## src/rtl/core/dxc_pkg.sv

```systemverilog
// Shared types, constants and the word transform of the delta/xor codec.
package dxc_pkg;

   localparam int unsigned WORD_W             = 32;
   localparam int unsigned TILE_SIDE_DEFAULT  = 4;
   localparam int unsigned TILE_SIDE_MAX      = 8;
   localparam int unsigned TILE_WORDS_DEFAULT = TILE_SIDE_DEFAULT * TILE_SIDE_DEFAULT;
   localparam int unsigned COUNT_W            = $clog2(TILE_SIDE_MAX * TILE_SIDE_MAX + 1);
   localparam int unsigned QUEUE_DEPTH        = 2;
   localparam int unsigned OUT_DEPTH          = 4;
   localparam int unsigned CSR_INDEX_W        = 2;
   localparam int unsigned CSR_DATA_W         = 2;

   localparam logic DIR_ENCODE    = 1'b0;
   localparam logic DIR_DECODE    = 1'b1;
   localparam logic LAYOUT_LINEAR = 1'b0;
   localparam logic LAYOUT_TILE   = 1'b1;

   localparam logic [1:0] POS_FIRST     = 2'd0;
   localparam logic [1:0] POS_SECOND    = 2'd1;
   localparam logic [1:0] POS_SATURATED = 2'd2;

   typedef enum logic [1:0] {
      KIND_DIFF  = 2'd0,
      KIND_DIFF2 = 2'd1,
      KIND_XOR   = 2'd2
   } kind_type;

   typedef enum logic [CSR_INDEX_W-1:0] {
      CSR_TRANSFORM_KIND = 2'd0,
      CSR_DIRECTION      = 2'd1,
      CSR_TILE_LAYOUT    = 2'd2
   } csr_index_type;

   typedef struct packed {
      logic [1:0] kind;
      logic       dir;
      logic       layout;
   } cfg_type;

   // one queued job: a linear word, or a finished (possibly partial) tile
   typedef struct packed {
      logic               is_tile;
      logic [WORD_W-1:0]  word;
      logic               last;
      logic               full;
      logic [COUNT_W-1:0] count;
      logic               bank;
   } op_type;

   typedef struct packed {
      logic valid;
      logic bank;
   } bank_release_type;

   function automatic logic [WORD_W-1:0] apply_word(
      input logic [WORD_W-1:0] x,
      input logic [WORD_W-1:0] h1,
      input logic [WORD_W-1:0] h2,
      input logic [1:0]        pos,
      input logic [1:0]        kind,
      input logic              dir
   );
      logic [WORD_W-1:0] r;
      logic [WORD_W-1:0] two_h1;
      two_h1 = {h1[WORD_W-2:0], 1'b0};
      if (pos == POS_FIRST) begin
         r = x;
      end else begin
         case (kind_type'(kind))
            KIND_XOR: begin
               r = x ^ h1;
            end
            KIND_DIFF2: begin
               if (pos == POS_SECOND) begin
                  r = (dir == DIR_DECODE) ? x + h1 : x - h1;
               end else begin
                  r = (dir == DIR_DECODE) ? x + two_h1 - h2 : x - two_h1 + h2;
               end
            end
            default: begin
               // the unused code behaves as plain difference
               r = (dir == DIR_DECODE) ? x + h1 : x - h1;
            end
         endcase
      end
      return r;
   endfunction

endpackage

```

## src/rtl/core/dxc_ram.sv

```systemverilog
// Generic single-write, single-read RAM with registered read data.
module dxc_ram #(
   parameter int unsigned WIDTH = dxc_pkg::WORD_W,
   parameter int unsigned DEPTH = dxc_pkg::TILE_WORDS_DEFAULT
) (
   input  logic                     clock,
   input  logic                     wr_en,
   input  logic [$clog2(DEPTH)-1:0] wr_addr,
   input  logic [WIDTH-1:0]         wr_data,
   input  logic                     rd_en,
   input  logic [$clog2(DEPTH)-1:0] rd_addr,
   output logic [WIDTH-1:0]         rd_data
);

   logic [WIDTH-1:0] mem_ff [DEPTH];
   logic [WIDTH-1:0] rd_data_ff;

   always_ff @(posedge clock) begin
      if (wr_en) begin
         mem_ff[wr_addr] <= wr_data;
      end
      if (rd_en) begin
         rd_data_ff <= mem_ff[rd_addr];
      end
   end

   assign rd_data = rd_data_ff;

endmodule

```

## src/rtl/core/dxc_op_queue.sv

```systemverilog
// Short job queue between the front (intake) and the back (execution).
module dxc_op_queue (
   input  logic            clock,
   input  logic            reset,
   input  logic            push,
   input  dxc_pkg::op_type push_op,
   input  logic            pop,
   output logic            full,
   output logic            head_valid,
   output dxc_pkg::op_type head_op
);

   localparam int unsigned PTR_W = $clog2(dxc_pkg::QUEUE_DEPTH);
   localparam int unsigned CNT_W = $clog2(dxc_pkg::QUEUE_DEPTH + 1);

   dxc_pkg::op_type  slot_ff [dxc_pkg::QUEUE_DEPTH];
   logic [PTR_W-1:0] wr_ptr_ff, wr_ptr_in;
   logic [PTR_W-1:0] rd_ptr_ff, rd_ptr_in;
   logic [CNT_W-1:0] cnt_ff, cnt_in;

   assign full       = (cnt_ff == CNT_W'(dxc_pkg::QUEUE_DEPTH));
   assign head_valid = (cnt_ff != '0);
   assign head_op    = slot_ff[rd_ptr_ff];

   always_comb begin
      wr_ptr_in = wr_ptr_ff;
      rd_ptr_in = rd_ptr_ff;
      cnt_in    = cnt_ff;
      if (push) begin
         wr_ptr_in = (wr_ptr_ff == PTR_W'(dxc_pkg::QUEUE_DEPTH - 1)) ? '0 : wr_ptr_ff + 1'b1;
      end
      if (pop) begin
         rd_ptr_in = (rd_ptr_ff == PTR_W'(dxc_pkg::QUEUE_DEPTH - 1)) ? '0 : rd_ptr_ff + 1'b1;
      end
      if (push && !pop) begin
         cnt_in = cnt_ff + 1'b1;
      end else if (pop && !push) begin
         cnt_in = cnt_ff - 1'b1;
      end
   end

   always_ff @(posedge clock) begin
      if (reset) begin
         wr_ptr_ff <= '0;
         rd_ptr_ff <= '0;
         cnt_ff    <= '0;
      end else begin
         wr_ptr_ff <= wr_ptr_in;
         rd_ptr_ff <= rd_ptr_in;
         cnt_ff    <= cnt_in;
      end
   end

   always_ff @(posedge clock) begin
      if (push) begin
         slot_ff[wr_ptr_ff] <= push_op;
      end
   end

endmodule

```

## src/rtl/core/dxc_front.sv

```systemverilog
// Intake: takes items, gathers tile words into a double-buffered store, queues jobs.
module dxc_front #(
   parameter int unsigned TILE_SIDE = dxc_pkg::TILE_SIDE_DEFAULT
) (
   input  logic                      clock,
   input  logic                      reset,
   input  dxc_pkg::cfg_type          cfg,
   input  logic                      req_valid,
   output logic                      req_ready,
   input  logic [dxc_pkg::WORD_W-1:0] req_word_in,
   input  logic                      req_last_in,
   input  logic                      queue_full,
   output logic                      queue_push,
   output dxc_pkg::op_type           queue_op,
   input  dxc_pkg::bank_release_type release_in,
   output logic                      store_wr_en,
   output logic [$clog2(TILE_SIDE*TILE_SIDE):0] store_wr_addr,
   output logic [dxc_pkg::WORD_W-1:0] store_wr_data
);

   localparam int unsigned TILE_WORDS = TILE_SIDE * TILE_SIDE;
   localparam int unsigned IDX_W      = $clog2(TILE_WORDS);
   localparam int unsigned FILL_W     = $clog2(TILE_WORDS + 1);

   logic [FILL_W-1:0] fill_ff, fill_in;
   logic              bank_ff, bank_in;
   logic [1:0]        busy_ff, busy_in;

   logic              tile_mode;
   logic              accept;
   logic [FILL_W-1:0] fill_next;
   logic              tile_full;
   logic              tile_end;

   assign tile_mode = (cfg.layout == dxc_pkg::LAYOUT_TILE);
   assign fill_next = fill_ff + 1'b1;
   assign tile_full = (fill_next == FILL_W'(TILE_WORDS));
   assign tile_end  = tile_full || req_last_in;

   // a tile word needs its bank free of the job the back is still reading
   assign req_ready = !queue_full && (!tile_mode || !busy_ff[bank_ff]);
   assign accept    = req_valid && req_ready;

   assign queue_push       = accept && (!tile_mode || tile_end);
   assign queue_op.is_tile = tile_mode;
   assign queue_op.word    = req_word_in;
   assign queue_op.last    = req_last_in;
   assign queue_op.full    = tile_full;
   assign queue_op.count   = dxc_pkg::COUNT_W'(fill_next);
   assign queue_op.bank    = bank_ff;

   assign store_wr_en   = accept && tile_mode;
   assign store_wr_addr = {bank_ff, fill_ff[IDX_W-1:0]};
   assign store_wr_data = req_word_in;

   always_comb begin
      fill_in = fill_ff;
      bank_in = bank_ff;
      busy_in = busy_ff;
      if (release_in.valid) begin
         busy_in[release_in.bank] = 1'b0;
      end
      if (accept && tile_mode) begin
         if (tile_end) begin
            // hand the bank to the back, flip to the other one
            busy_in[bank_ff] = 1'b1;
            bank_in          = !bank_ff;
            fill_in          = '0;
         end else begin
            fill_in = fill_next;
         end
      end
   end

   always_ff @(posedge clock) begin
      if (reset) begin
         fill_ff <= '0;
         bank_ff <= 1'b0;
         busy_ff <= '0;
      end else begin
         fill_ff <= fill_in;
         bank_ff <= bank_in;
         busy_ff <= busy_in;
      end
   end

endmodule

```

## src/rtl/core/dxc_back.sv

```systemverilog
// Execution: runs queued jobs through the transform and buffers the result items.
module dxc_back #(
   parameter int unsigned TILE_SIDE = dxc_pkg::TILE_SIDE_DEFAULT
) (
   input  logic                       clock,
   input  logic                       reset,
   input  dxc_pkg::cfg_type           cfg,
   input  logic                       queue_valid,
   input  dxc_pkg::op_type            queue_head,
   output logic                       queue_pop,
   output dxc_pkg::bank_release_type  release_out,
   output logic                       store_rd_en,
   output logic [$clog2(TILE_SIDE*TILE_SIDE):0] store_rd_addr,
   input  logic [dxc_pkg::WORD_W-1:0] store_rd_data,
   output logic                       rsp_valid,
   input  logic                       rsp_ready,
   output logic [dxc_pkg::WORD_W-1:0] rsp_word_out,
   output logic                       rsp_last_out
);

   localparam int unsigned TILE_WORDS = TILE_SIDE * TILE_SIDE;
   localparam int unsigned IDX_W      = $clog2(TILE_WORDS);
   localparam int unsigned CNT_W      = IDX_W + 1;
   localparam int unsigned SIDE_W     = $clog2(TILE_SIDE);
   localparam int unsigned OUT_PTR_W  = $clog2(dxc_pkg::OUT_DEPTH);
   localparam int unsigned OUT_CNT_W  = $clog2(dxc_pkg::OUT_DEPTH + 1);
   localparam int unsigned W          = dxc_pkg::WORD_W;

   typedef enum logic [3:0] {
      ST_IDLE     = 4'b0001,
      ST_RUN      = 4'b0010,
      ST_ENC_PASS = 4'b0100,
      ST_ENC_EMIT = 4'b1000
   } back_state_type;

   typedef enum logic [1:0] {
      SRC_LINEAR = 2'd0,
      SRC_APPLY  = 2'd1,
      SRC_STORE  = 2'd2,
      SRC_RAW    = 2'd3
   } src_type;

   back_state_type state_ff, state_in;

   logic              op_last_ff, op_last_in;
   logic              op_bank_ff, op_bank_in;
   logic              op_xpose_ff, op_xpose_in;
   logic [CNT_W-1:0]  op_count_ff, op_count_in;

   logic [IDX_W-1:0]  k_ff, k_in;
   logic [SIDE_W-1:0] row_ff, row_in;
   logic [SIDE_W-1:0] col_ff, col_in;
   logic [IDX_W-1:0]  sw_ff, sw_in;

   logic              p1_valid_ff, p1_valid_in;
   src_type           p1_src_ff, p1_src_in;
   logic [W-1:0]      p1_word_ff, p1_word_in;
   logic              p1_last_ff, p1_last_in;
   logic [IDX_W-1:0]  p1_idx_ff, p1_idx_in;

   logic [W-1:0]      h1_ff, h1_in;
   logic [W-1:0]      h2_ff, h2_in;
   logic [1:0]        pos_ff, pos_in;

   logic [W-1:0]      out_word_ff [dxc_pkg::OUT_DEPTH];
   logic              out_last_ff [dxc_pkg::OUT_DEPTH];
   logic [OUT_PTR_W-1:0] out_wr_ff, out_wr_in;
   logic [OUT_PTR_W-1:0] out_rd_ff, out_rd_in;
   logic [OUT_CNT_W-1:0] out_cnt_ff, out_cnt_in;

   logic              p1_push;
   logic              credit_ok;
   logic              store_pending;
   logic              final_step;
   logic              step;

   logic              enc_rd_en;
   logic              enc_wr_en;
   logic [W-1:0]      enc_rd_data;
   logic [W-1:0]      x;
   logic [W-1:0]      r;
   logic [W-1:0]      out_word;
   logic              rsp_pop;

   dxc_ram #(
      .WIDTH (W),
      .DEPTH (TILE_WORDS)
   ) u_enc_buf (
      .clock   (clock),
      .wr_en   (enc_wr_en),
      .wr_addr (p1_idx_ff),
      .wr_data (r),
      .rd_en   (enc_rd_en),
      .rd_addr (sw_ff),
      .rd_data (enc_rd_data)
   );

   assign p1_push       = p1_valid_ff && (p1_src_ff != SRC_STORE);
   assign store_pending = p1_valid_ff && (p1_src_ff == SRC_STORE);
   // keep room for the item in flight plus the one issued now
   assign credit_ok     = (out_cnt_ff + OUT_CNT_W'(p1_push))
                          <= OUT_CNT_W'(dxc_pkg::OUT_DEPTH - 2);
   assign final_step    = ({1'b0, k_ff} == (op_count_ff - CNT_W'(1)));

   // issue side: walk the job and launch one word per cycle; emitting steps wait while the result buffer lacks room
   always_comb begin
      state_in      = state_ff;
      op_last_in    = op_last_ff;
      op_bank_in    = op_bank_ff;
      op_xpose_in   = op_xpose_ff;
      op_count_in   = op_count_ff;
      queue_pop     = 1'b0;
      release_out   = '0;
      store_rd_en   = 1'b0;
      store_rd_addr = {op_bank_ff, k_ff};
      enc_rd_en     = 1'b0;
      step          = 1'b0;
      p1_valid_in   = 1'b0;
      p1_src_in     = SRC_APPLY;
      p1_word_in    = queue_head.word;
      p1_last_in    = op_last_ff && final_step;
      p1_idx_in     = k_ff;
      unique case (state_ff)
         ST_IDLE: begin
            if (queue_valid) begin
               if (!queue_head.is_tile) begin
                  if (credit_ok) begin
                     queue_pop   = 1'b1;
                     p1_valid_in = 1'b1;
                     p1_src_in   = SRC_LINEAR;
                     p1_last_in  = queue_head.last;
                  end
               end else begin
                  queue_pop   = 1'b1;
                  op_last_in  = queue_head.last;
                  op_bank_in  = queue_head.bank;
                  op_count_in = queue_head.count[CNT_W-1:0];
                  op_xpose_in = queue_head.full;
                  if (queue_head.full && (cfg.dir == dxc_pkg::DIR_ENCODE)) begin
                     state_in = ST_ENC_PASS;
                  end else begin
                     state_in = ST_RUN;
                  end
               end
            end
         end
         ST_RUN: begin
            if (credit_ok) begin
               store_rd_en   = 1'b1;
               store_rd_addr = {op_bank_ff, op_xpose_ff ? sw_ff : k_ff};
               p1_valid_in   = 1'b1;
               p1_src_in     = SRC_APPLY;
               step          = 1'b1;
               if (final_step) begin
                  release_out.valid = 1'b1;
                  release_out.bank  = op_bank_ff;
                  state_in          = ST_IDLE;
               end
            end
         end
         ST_ENC_PASS: begin
            // encode in arrival order into the staging buffer
            store_rd_en = 1'b1;
            p1_valid_in = 1'b1;
            p1_src_in   = SRC_STORE;
            step        = 1'b1;
            if (final_step) begin
               release_out.valid = 1'b1;
               release_out.bank  = op_bank_ff;
               state_in          = ST_ENC_EMIT;
            end
         end
         ST_ENC_EMIT: begin
            // wait for the last staging write before reading transposed
            if (credit_ok && !store_pending) begin
               enc_rd_en   = 1'b1;
               p1_valid_in = 1'b1;
               p1_src_in   = SRC_RAW;
               step        = 1'b1;
               if (final_step) begin
                  state_in = ST_IDLE;
               end
            end
         end
         default: begin
            state_in = ST_IDLE;
         end
      endcase
   end

   // position counters; sw tracks the transposed index col*side + row
   always_comb begin
      k_in   = k_ff;
      row_in = row_ff;
      col_in = col_ff;
      sw_in  = sw_ff;
      if (step) begin
         if (final_step) begin
            k_in   = '0;
            row_in = '0;
            col_in = '0;
            sw_in  = '0;
         end else begin
            k_in = k_ff + 1'b1;
            if (col_ff == SIDE_W'(TILE_SIDE - 1)) begin
               col_in = '0;
               row_in = row_ff + 1'b1;
               sw_in  = IDX_W'(row_ff) + 1'b1;
            end else begin
               col_in = col_ff + 1'b1;
               sw_in  = sw_ff + IDX_W'(TILE_SIDE);
            end
         end
      end
   end

   // data side: transform and update the stream history
   assign x         = (p1_src_ff == SRC_LINEAR) ? p1_word_ff : store_rd_data;
   assign r         = dxc_pkg::apply_word(x, h1_ff, h2_ff, pos_ff, cfg.kind, cfg.dir);
   assign out_word  = (p1_src_ff == SRC_RAW) ? enc_rd_data : r;
   assign enc_wr_en = store_pending;

   always_comb begin
      h1_in  = h1_ff;
      h2_in  = h2_ff;
      pos_in = pos_ff;
      if (p1_valid_ff && (p1_src_ff != SRC_RAW)) begin
         if (p1_last_ff) begin
            h1_in  = '0;
            h2_in  = '0;
            pos_in = dxc_pkg::POS_FIRST;
         end else begin
            h2_in  = h1_ff;
            h1_in  = (cfg.dir == dxc_pkg::DIR_DECODE) ? r : x;
            pos_in = (pos_ff == dxc_pkg::POS_SATURATED) ? pos_ff : pos_ff + 2'd1;
         end
      end
   end

   // result buffer
   assign rsp_valid    = (out_cnt_ff != '0);
   assign rsp_word_out = out_word_ff[out_rd_ff];
   assign rsp_last_out = out_last_ff[out_rd_ff];
   assign rsp_pop      = rsp_valid && rsp_ready;

   always_comb begin
      out_wr_in  = p1_push ? out_wr_ff + 1'b1 : out_wr_ff;
      out_rd_in  = rsp_pop ? out_rd_ff + 1'b1 : out_rd_ff;
      out_cnt_in = out_cnt_ff;
      if (p1_push && !rsp_pop) begin
         out_cnt_in = out_cnt_ff + 1'b1;
      end else if (rsp_pop && !p1_push) begin
         out_cnt_in = out_cnt_ff - 1'b1;
      end
   end

   always_ff @(posedge clock) begin
      if (reset) begin
         state_ff    <= ST_IDLE;
         op_last_ff  <= 1'b0;
         op_bank_ff  <= 1'b0;
         op_xpose_ff <= 1'b0;
         op_count_ff <= '0;
         k_ff        <= '0;
         row_ff      <= '0;
         col_ff      <= '0;
         sw_ff       <= '0;
         p1_valid_ff <= 1'b0;
         h1_ff       <= '0;
         h2_ff       <= '0;
         pos_ff      <= dxc_pkg::POS_FIRST;
         out_wr_ff   <= '0;
         out_rd_ff   <= '0;
         out_cnt_ff  <= '0;
      end else begin
         state_ff    <= state_in;
         op_last_ff  <= op_last_in;
         op_bank_ff  <= op_bank_in;
         op_xpose_ff <= op_xpose_in;
         op_count_ff <= op_count_in;
         k_ff        <= k_in;
         row_ff      <= row_in;
         col_ff      <= col_in;
         sw_ff       <= sw_in;
         p1_valid_ff <= p1_valid_in;
         h1_ff       <= h1_in;
         h2_ff       <= h2_in;
         pos_ff      <= pos_in;
         out_wr_ff   <= out_wr_in;
         out_rd_ff   <= out_rd_in;
         out_cnt_ff  <= out_cnt_in;
      end
   end

   always_ff @(posedge clock) begin
      p1_src_ff  <= p1_src_in;
      p1_word_ff <= p1_word_in;
      p1_last_ff <= p1_last_in;
      p1_idx_ff  <= p1_idx_in;
      if (p1_push) begin
         out_word_ff[out_wr_ff] <= out_word;
         out_last_ff[out_wr_ff] <= p1_last_ff;
      end
   end

endmodule

```

## src/rtl/core/delta_xor_codec_engine.sv

```systemverilog
// Streaming delta / second-order delta / xor codec over 32-bit words, with
// optional transposed tile layout. In linear layout one item is taken and one
// result delivered per cycle while rsp_ready stays high, via the job queue,
// the p1 register stage and the result buffer. In tile layout a tile's words
// (TILE_SIDE*TILE_SIDE of them) are taken one per cycle, while their bank is
// free and the queue has room, into a double-buffered tile store, so the next
// tile can fill while the previous one drains; a decoded or partial tile is
// emitted one word per cycle while the result buffer has room, and a fully
// encoded tile is first encoded into a staging buffer, then emitted likewise.
// Configuration is for the user to write through the csr port while the block
// is idle (the block does not enforce this); it is used as jobs run.
module delta_xor_codec_engine #(
   parameter int unsigned TILE_SIDE = dxc_pkg::TILE_SIDE_DEFAULT
) (
   input  logic                              clock,
   input  logic                              reset,
   input  logic                              csr_we,
   input  logic [dxc_pkg::CSR_INDEX_W-1:0]   csr_index,
   input  logic [dxc_pkg::CSR_DATA_W-1:0]    csr_wdata,
   input  logic                              req_valid,
   output logic                              req_ready,
   input  logic [dxc_pkg::WORD_W-1:0]        req_word_in,
   input  logic                              req_last_in,
   output logic                              rsp_valid,
   input  logic                              rsp_ready,
   output logic [dxc_pkg::WORD_W-1:0]        rsp_word_out,
   output logic                              rsp_last_out
);

   localparam int unsigned TILE_WORDS   = TILE_SIDE * TILE_SIDE;
   localparam int unsigned STORE_ADDR_W = $clog2(TILE_WORDS) + 1;

   dxc_pkg::cfg_type          cfg_ff, cfg_in;
   logic                      queue_full;
   logic                      queue_push;
   logic                      queue_pop;
   logic                      queue_valid;
   dxc_pkg::op_type           queue_op;
   dxc_pkg::op_type           queue_head;
   dxc_pkg::bank_release_type bank_release;
   logic                      store_wr_en;
   logic [STORE_ADDR_W-1:0]   store_wr_addr;
   logic [dxc_pkg::WORD_W-1:0] store_wr_data;
   logic                      store_rd_en;
   logic [STORE_ADDR_W-1:0]   store_rd_addr;
   logic [dxc_pkg::WORD_W-1:0] store_rd_data;

   // register file: keep both bits of kind and only the low bit of direction and layout
   always_comb begin
      cfg_in = cfg_ff;
      if (csr_we) begin
         unique case (csr_index)
            dxc_pkg::CSR_TRANSFORM_KIND: cfg_in.kind   = csr_wdata[1:0];
            dxc_pkg::CSR_DIRECTION:      cfg_in.dir    = csr_wdata[0];
            dxc_pkg::CSR_TILE_LAYOUT:    cfg_in.layout = csr_wdata[0];
            default: begin
               cfg_in = cfg_ff;
            end
         endcase
      end
   end

   always_ff @(posedge clock) begin
      if (reset) begin
         cfg_ff <= '0;
      end else begin
         cfg_ff <= cfg_in;
      end
   end

   dxc_ram #(
      .WIDTH (dxc_pkg::WORD_W),
      .DEPTH (1 << STORE_ADDR_W)
   ) u_tile_store (
      .clock   (clock),
      .wr_en   (store_wr_en),
      .wr_addr (store_wr_addr),
      .wr_data (store_wr_data),
      .rd_en   (store_rd_en),
      .rd_addr (store_rd_addr),
      .rd_data (store_rd_data)
   );

   dxc_front #(
      .TILE_SIDE (TILE_SIDE)
   ) u_front (
      .clock         (clock),
      .reset         (reset),
      .cfg           (cfg_ff),
      .req_valid     (req_valid),
      .req_ready     (req_ready),
      .req_word_in   (req_word_in),
      .req_last_in   (req_last_in),
      .queue_full    (queue_full),
      .queue_push    (queue_push),
      .queue_op      (queue_op),
      .release_in    (bank_release),
      .store_wr_en   (store_wr_en),
      .store_wr_addr (store_wr_addr),
      .store_wr_data (store_wr_data)
   );

   dxc_op_queue u_queue (
      .clock      (clock),
      .reset      (reset),
      .push       (queue_push),
      .push_op    (queue_op),
      .pop        (queue_pop),
      .full       (queue_full),
      .head_valid (queue_valid),
      .head_op    (queue_head)
   );

   dxc_back #(
      .TILE_SIDE (TILE_SIDE)
   ) u_back (
      .clock         (clock),
      .reset         (reset),
      .cfg           (cfg_ff),
      .queue_valid   (queue_valid),
      .queue_head    (queue_head),
      .queue_pop     (queue_pop),
      .release_out   (bank_release),
      .store_rd_en   (store_rd_en),
      .store_rd_addr (store_rd_addr),
      .store_rd_data (store_rd_data),
      .rsp_valid     (rsp_valid),
      .rsp_ready     (rsp_ready),
      .rsp_word_out  (rsp_word_out),
      .rsp_last_out  (rsp_last_out)
   );

endmodule

```

## config.mk

```make
export PLATFORM = sky130hd
export DESIGN_NAME = delta_xor_codec_engine
export DESIGN_NICKNAME = d
export VERILOG_FILES = /design/src/rtl/core/dxc_pkg.sv /design/src/rtl/core/dxc_ram.sv /design/src/rtl/core/dxc_op_queue.sv /design/src/rtl/core/dxc_front.sv /design/src/rtl/core/dxc_back.sv /design/src/rtl/core/delta_xor_codec_engine.sv
export SDC_FILE = /design/constraint.sdc
export NUM_CORES = 2
export LEC_CHECK = 0
export ABC_AREA = 0
export ABC_CLOCK_PERIOD_IN_PS = 9500
export BUFFER_PORTS_ARGS = -buffer_cell sky130_fd_sc_hd__buf_4
export CAP_MARGIN = 10
export CORE_MARGIN = 2
export CORE_UTILIZATION = 50
export CTS_BUF_LIST = sky130_fd_sc_hd__clkbuf_4
export CTS_CLUSTER_DIAMETER = 120
export DETAILED_ROUTE_END_ITERATION = 10
export PLACE_DENSITY = 0.68
export SLEW_MARGIN = 20
export SYNTH_ARGS = -nofsm -noshare
export SYNTH_HDL_FRONTEND = slang
export SYNTH_SLANG_ARGS = --single-unit
```

## constraint.sdc

```tcl
create_clock -name clock -period 9.5 [get_ports clock]
set_clock_uncertainty 0.05 [all_clocks]
set_input_delay 1.9 -clock clock [delete_from_list [all_inputs] [get_ports clock]]
set_output_delay 1.9 -clock clock [all_outputs]
set_load 0.02 [all_outputs]
```

==> qor.txt <==
post-CTS setup buffer count: 0
Mapped Nets: 5245
Synth top cells by count: 1814 x edfxtp_1, 450 x nand2_1, 449 x mux4_2
sum of buffers and inverters on the critical path: 2
FF+latch count, synth: 1970
Worst setup SP type: register
first-pass GRT wire length: 322000 um
Tcrit/Tclk final: 0.787
CTS max path bufs: 4
area of the multi-input gates: 25100 sq um
Worst path slowest cell: a2111oi_0
die extent in x: 413 um
IO Pins: 77
placed cell count: 7177
Clk Latency, worst-skew pair: 1.52 ns
gr usage total: 0.261
number of global-route vias before repair: 48850
Starting DRT DRC Count: 5058
Final HPWL DP: 127000 um
P_leak: 0.0314 uW
Synth Area per Inst: 16.6 sq um
Syn Inst Count: 5027
CP peak stage delay: 1.07 ns
CTS root buf: clkbuf_4
Worst Setup End Kind: register
Hold Slack: 0.389 ns
fraction of layout instances using a drive strength above 1: 0.270
CTS tree: yes
Synthesis Warnings: 0
RSZ-0062 raised after global routing: no
share of the synthesized area in the top cell type: 0.651
drc violations: 0
Post-Syn Area: 83700 sq um
final slew viol count: 0
most used flip-flop cell after synthesis: edfxtp_1
dominant cell type by area after synthesis: edfxtp_1
Core Rows: 150
Final Util: 0.562
setup violators final: 0
Post-synth EDFFs: 1814
WS Path Type: reg2reg
Die H: 413 um
most frequent cell after synthesis: edfxtp_1
routed wire length per instance: 27.5 um
Max-slew headroom: 0.169
status: finished clean
register area share after synthesis: 0.688
Final #Nets: 5690
total global routing overflow: 0
Vias/cell: 6.04
Final ANT Viol Nets: 0
Die ar.: 171000 sq um
top cells by area, synth: edfxtp_1 65%, mux4_2 12%, dfxtp_1 3.7%
Worst EP required: 10.70 ns
Hold Buf Count CTS: 0
setup TNS: 0 ns
clock-pin transition on the worst setup and hold timing paths: 0.07 ns
core area: 167000 sq um
Post-CTS Resized: 0
Reg area: 57600 sq um
max-cap viol count: 0
pwr dens: 269 nW/um^2
largest fanout on the critical path: 19
GPL Wtd Cong: 0.946
Final Hold Fails: 0
post-synthesis cell type count: 90
IO buf count: 76
Worst-Margin Slew: 1.22 ns
min cycle time layout: 7.47 ns
delay-heaviest family, CP: compound AO/OA/AOI/OAI gates
crit-path cells: nor2_4, buf_4, mux2i_1, inv_1, fa_1, ha_1, a211oi_1, nor2_1, a2111oi_0, o211ai_1, a311oi_1, o21ai_1, xor2_1, o21ai_0, o31a_1, o21ai_2, mux2_4
Clock Sinks: 1970
area grow syn2layout: 11.9%
Layout fillers: 12998
asr flop ratio synth: 0
DR vias: 48615
FMAX: 134 MHz
H-Tree Depth: 5
TritonCTS Buffers: 496
initial antenna violation count: 7
final cell count without fillers: 8043
peak supply drop: 0.208 mV
Worst EP arrival: 8.67 ns
Starting Density: 0.502
Routed WL: 221000 um
Pre-antenna DRT Iters: 7
pin count of the biggest net entering global routing: 119
worst hold path class: reg2reg
[kinds of logic (layout without fill, tap and decap cells)]
logic type,count (synthesis),count (layout),synth area share
other,0,9,0
AO/OA/AOI/OAI,663,663,0.0502
AND/OR/NAND/NOR,1106,1106,0.0595
flip-flops,1970,1970,0.688
XOR/XNOR,155,155,0.0162
buffers and inverters,388,1191,0.0179
multiplexers,569,569,0.136
adder cells (fa/ha/maj),176,176,0.0318
[metrics by stage]
step | worst slack (ns) | power, uW | area [sq um]
5_1_grt | 1.79 | 26500 | 93600
3_5_place_dp | 2.36 | 18400 | 87600
4_1_cts | 2.33 | 25200 | 93600
3_3_place_gp | 2.50 | 18300 | 87600
6_report | 2.03 | 25200 | 93600
2_1_floorplan | 3.56 | 15900 | 83700
[sequential cells by signal, summed over array words and instances (netlist names), 5 cells and up, named ones only]
| register | count |
|---|---|
| u_tile_store.rd_data | 32 |
| u_back.h1_ff | 32 |
| u_back.h2_ff | 32 |
| u_back.u_enc_buf.mem_ff | 512 |
| u_back.p1_word_ff | 32 |
| u_tile_store.mem_ff | 1024 |
| u_front.fill_ff | 5 |
| u_back.op_count_ff | 5 |
| u_back.u_enc_buf.rd_data | 32 |
| u_queue.slot_ff | 82 |
| u_back.out_word_ff | 128 |
[metal layers]
metal | part of all wire | wire length [um] | vias to the layer above | GRT usage
met3 | 0.079 | 17500 | 421 | 0.0492
met4 | 0.032 | 7120 | 6 | 0.0980
met5 | 0.00018 | 40 | - | 0
met1 | 0.41 | 89800 | 24992 | 0.357
li1 | - | - | 20993 | -
met2 | 0.48 | 107000 | 2203 | 0.419
[worst reg2reg max path: stages, from the launching register on]
cell and delay, ns:
dfxtp_1 0.44, nor2_4 0.84, buf_4 0.35, mux2i_1 0.39, inv_1 0.18, fa_1 0.51, ha_1 0.31, a211oi_1 0.34
nor2_1 0.12, a2111oi_0 1.07, o211ai_1 0.42, a311oi_1 0.69, o21ai_1 0.19, xor2_1 0.14, o21ai_0 0.11, o31a_1 0.33
o21ai_2 0.58, mux2_4 0.30
[placed cells by master (no fill, tap or decap), types with 113 or more instances in the layout]
master	n
mux4_2	449
edfxtp_1	1814
ha_1	115
nand2_1	448
nand3_1	202
xnor2_1	113
clkbuf_4	722
buf_4	191
nor2_1	188
a21oi_1	203
dfxtp_1	146
inv_1	126
[worst paths after layout]
kind                                              from                        end  slack, ns  cells past startpoint
worst max-delay path               u_back.p1_src_ff[1]  u_back.out_word_ff[3][30]       2.03                     17
worst min register to register  u_queue.slot_ff[0][35]      u_back.p1_word_ff[27]       0.39                      1
worst max register to register     u_back.p1_src_ff[1]  u_back.out_word_ff[3][30]       2.03                     17
worst min-delay path            u_queue.slot_ff[0][35]      u_back.p1_word_ff[27]       0.39                      1
[power breakdown]
| part | leakage (uW) | switching, uW | internal (uW) | total (uW) |
|---|---|---|---|---|
| Combinational | 0.0101 | 5100 | 2900 | 7990 |
| Sequential | 0.0176 | 165 | 10200 | 10300 |
| Clock | 0.00363 | 3280 | 3540 | 6820 |
| Total | 0.0314 | 8550 | 16600 | 25200 |
[cell type report]
cell class | instances | share of cell area
well taps | 2204 | 0.0294
multi-input cells | 2669 | 0.268
inverters | 135 | 0.00544
clock buffers | 722 | 0.0579
repair buffers | 200 | 0.0173
flip-flops and latches | 1970 | 0.615
diodes | 9 | 0.000240
clock inverters | 134 | 0.00656
No activity file was read; power rests on OpenSTA's default activity.
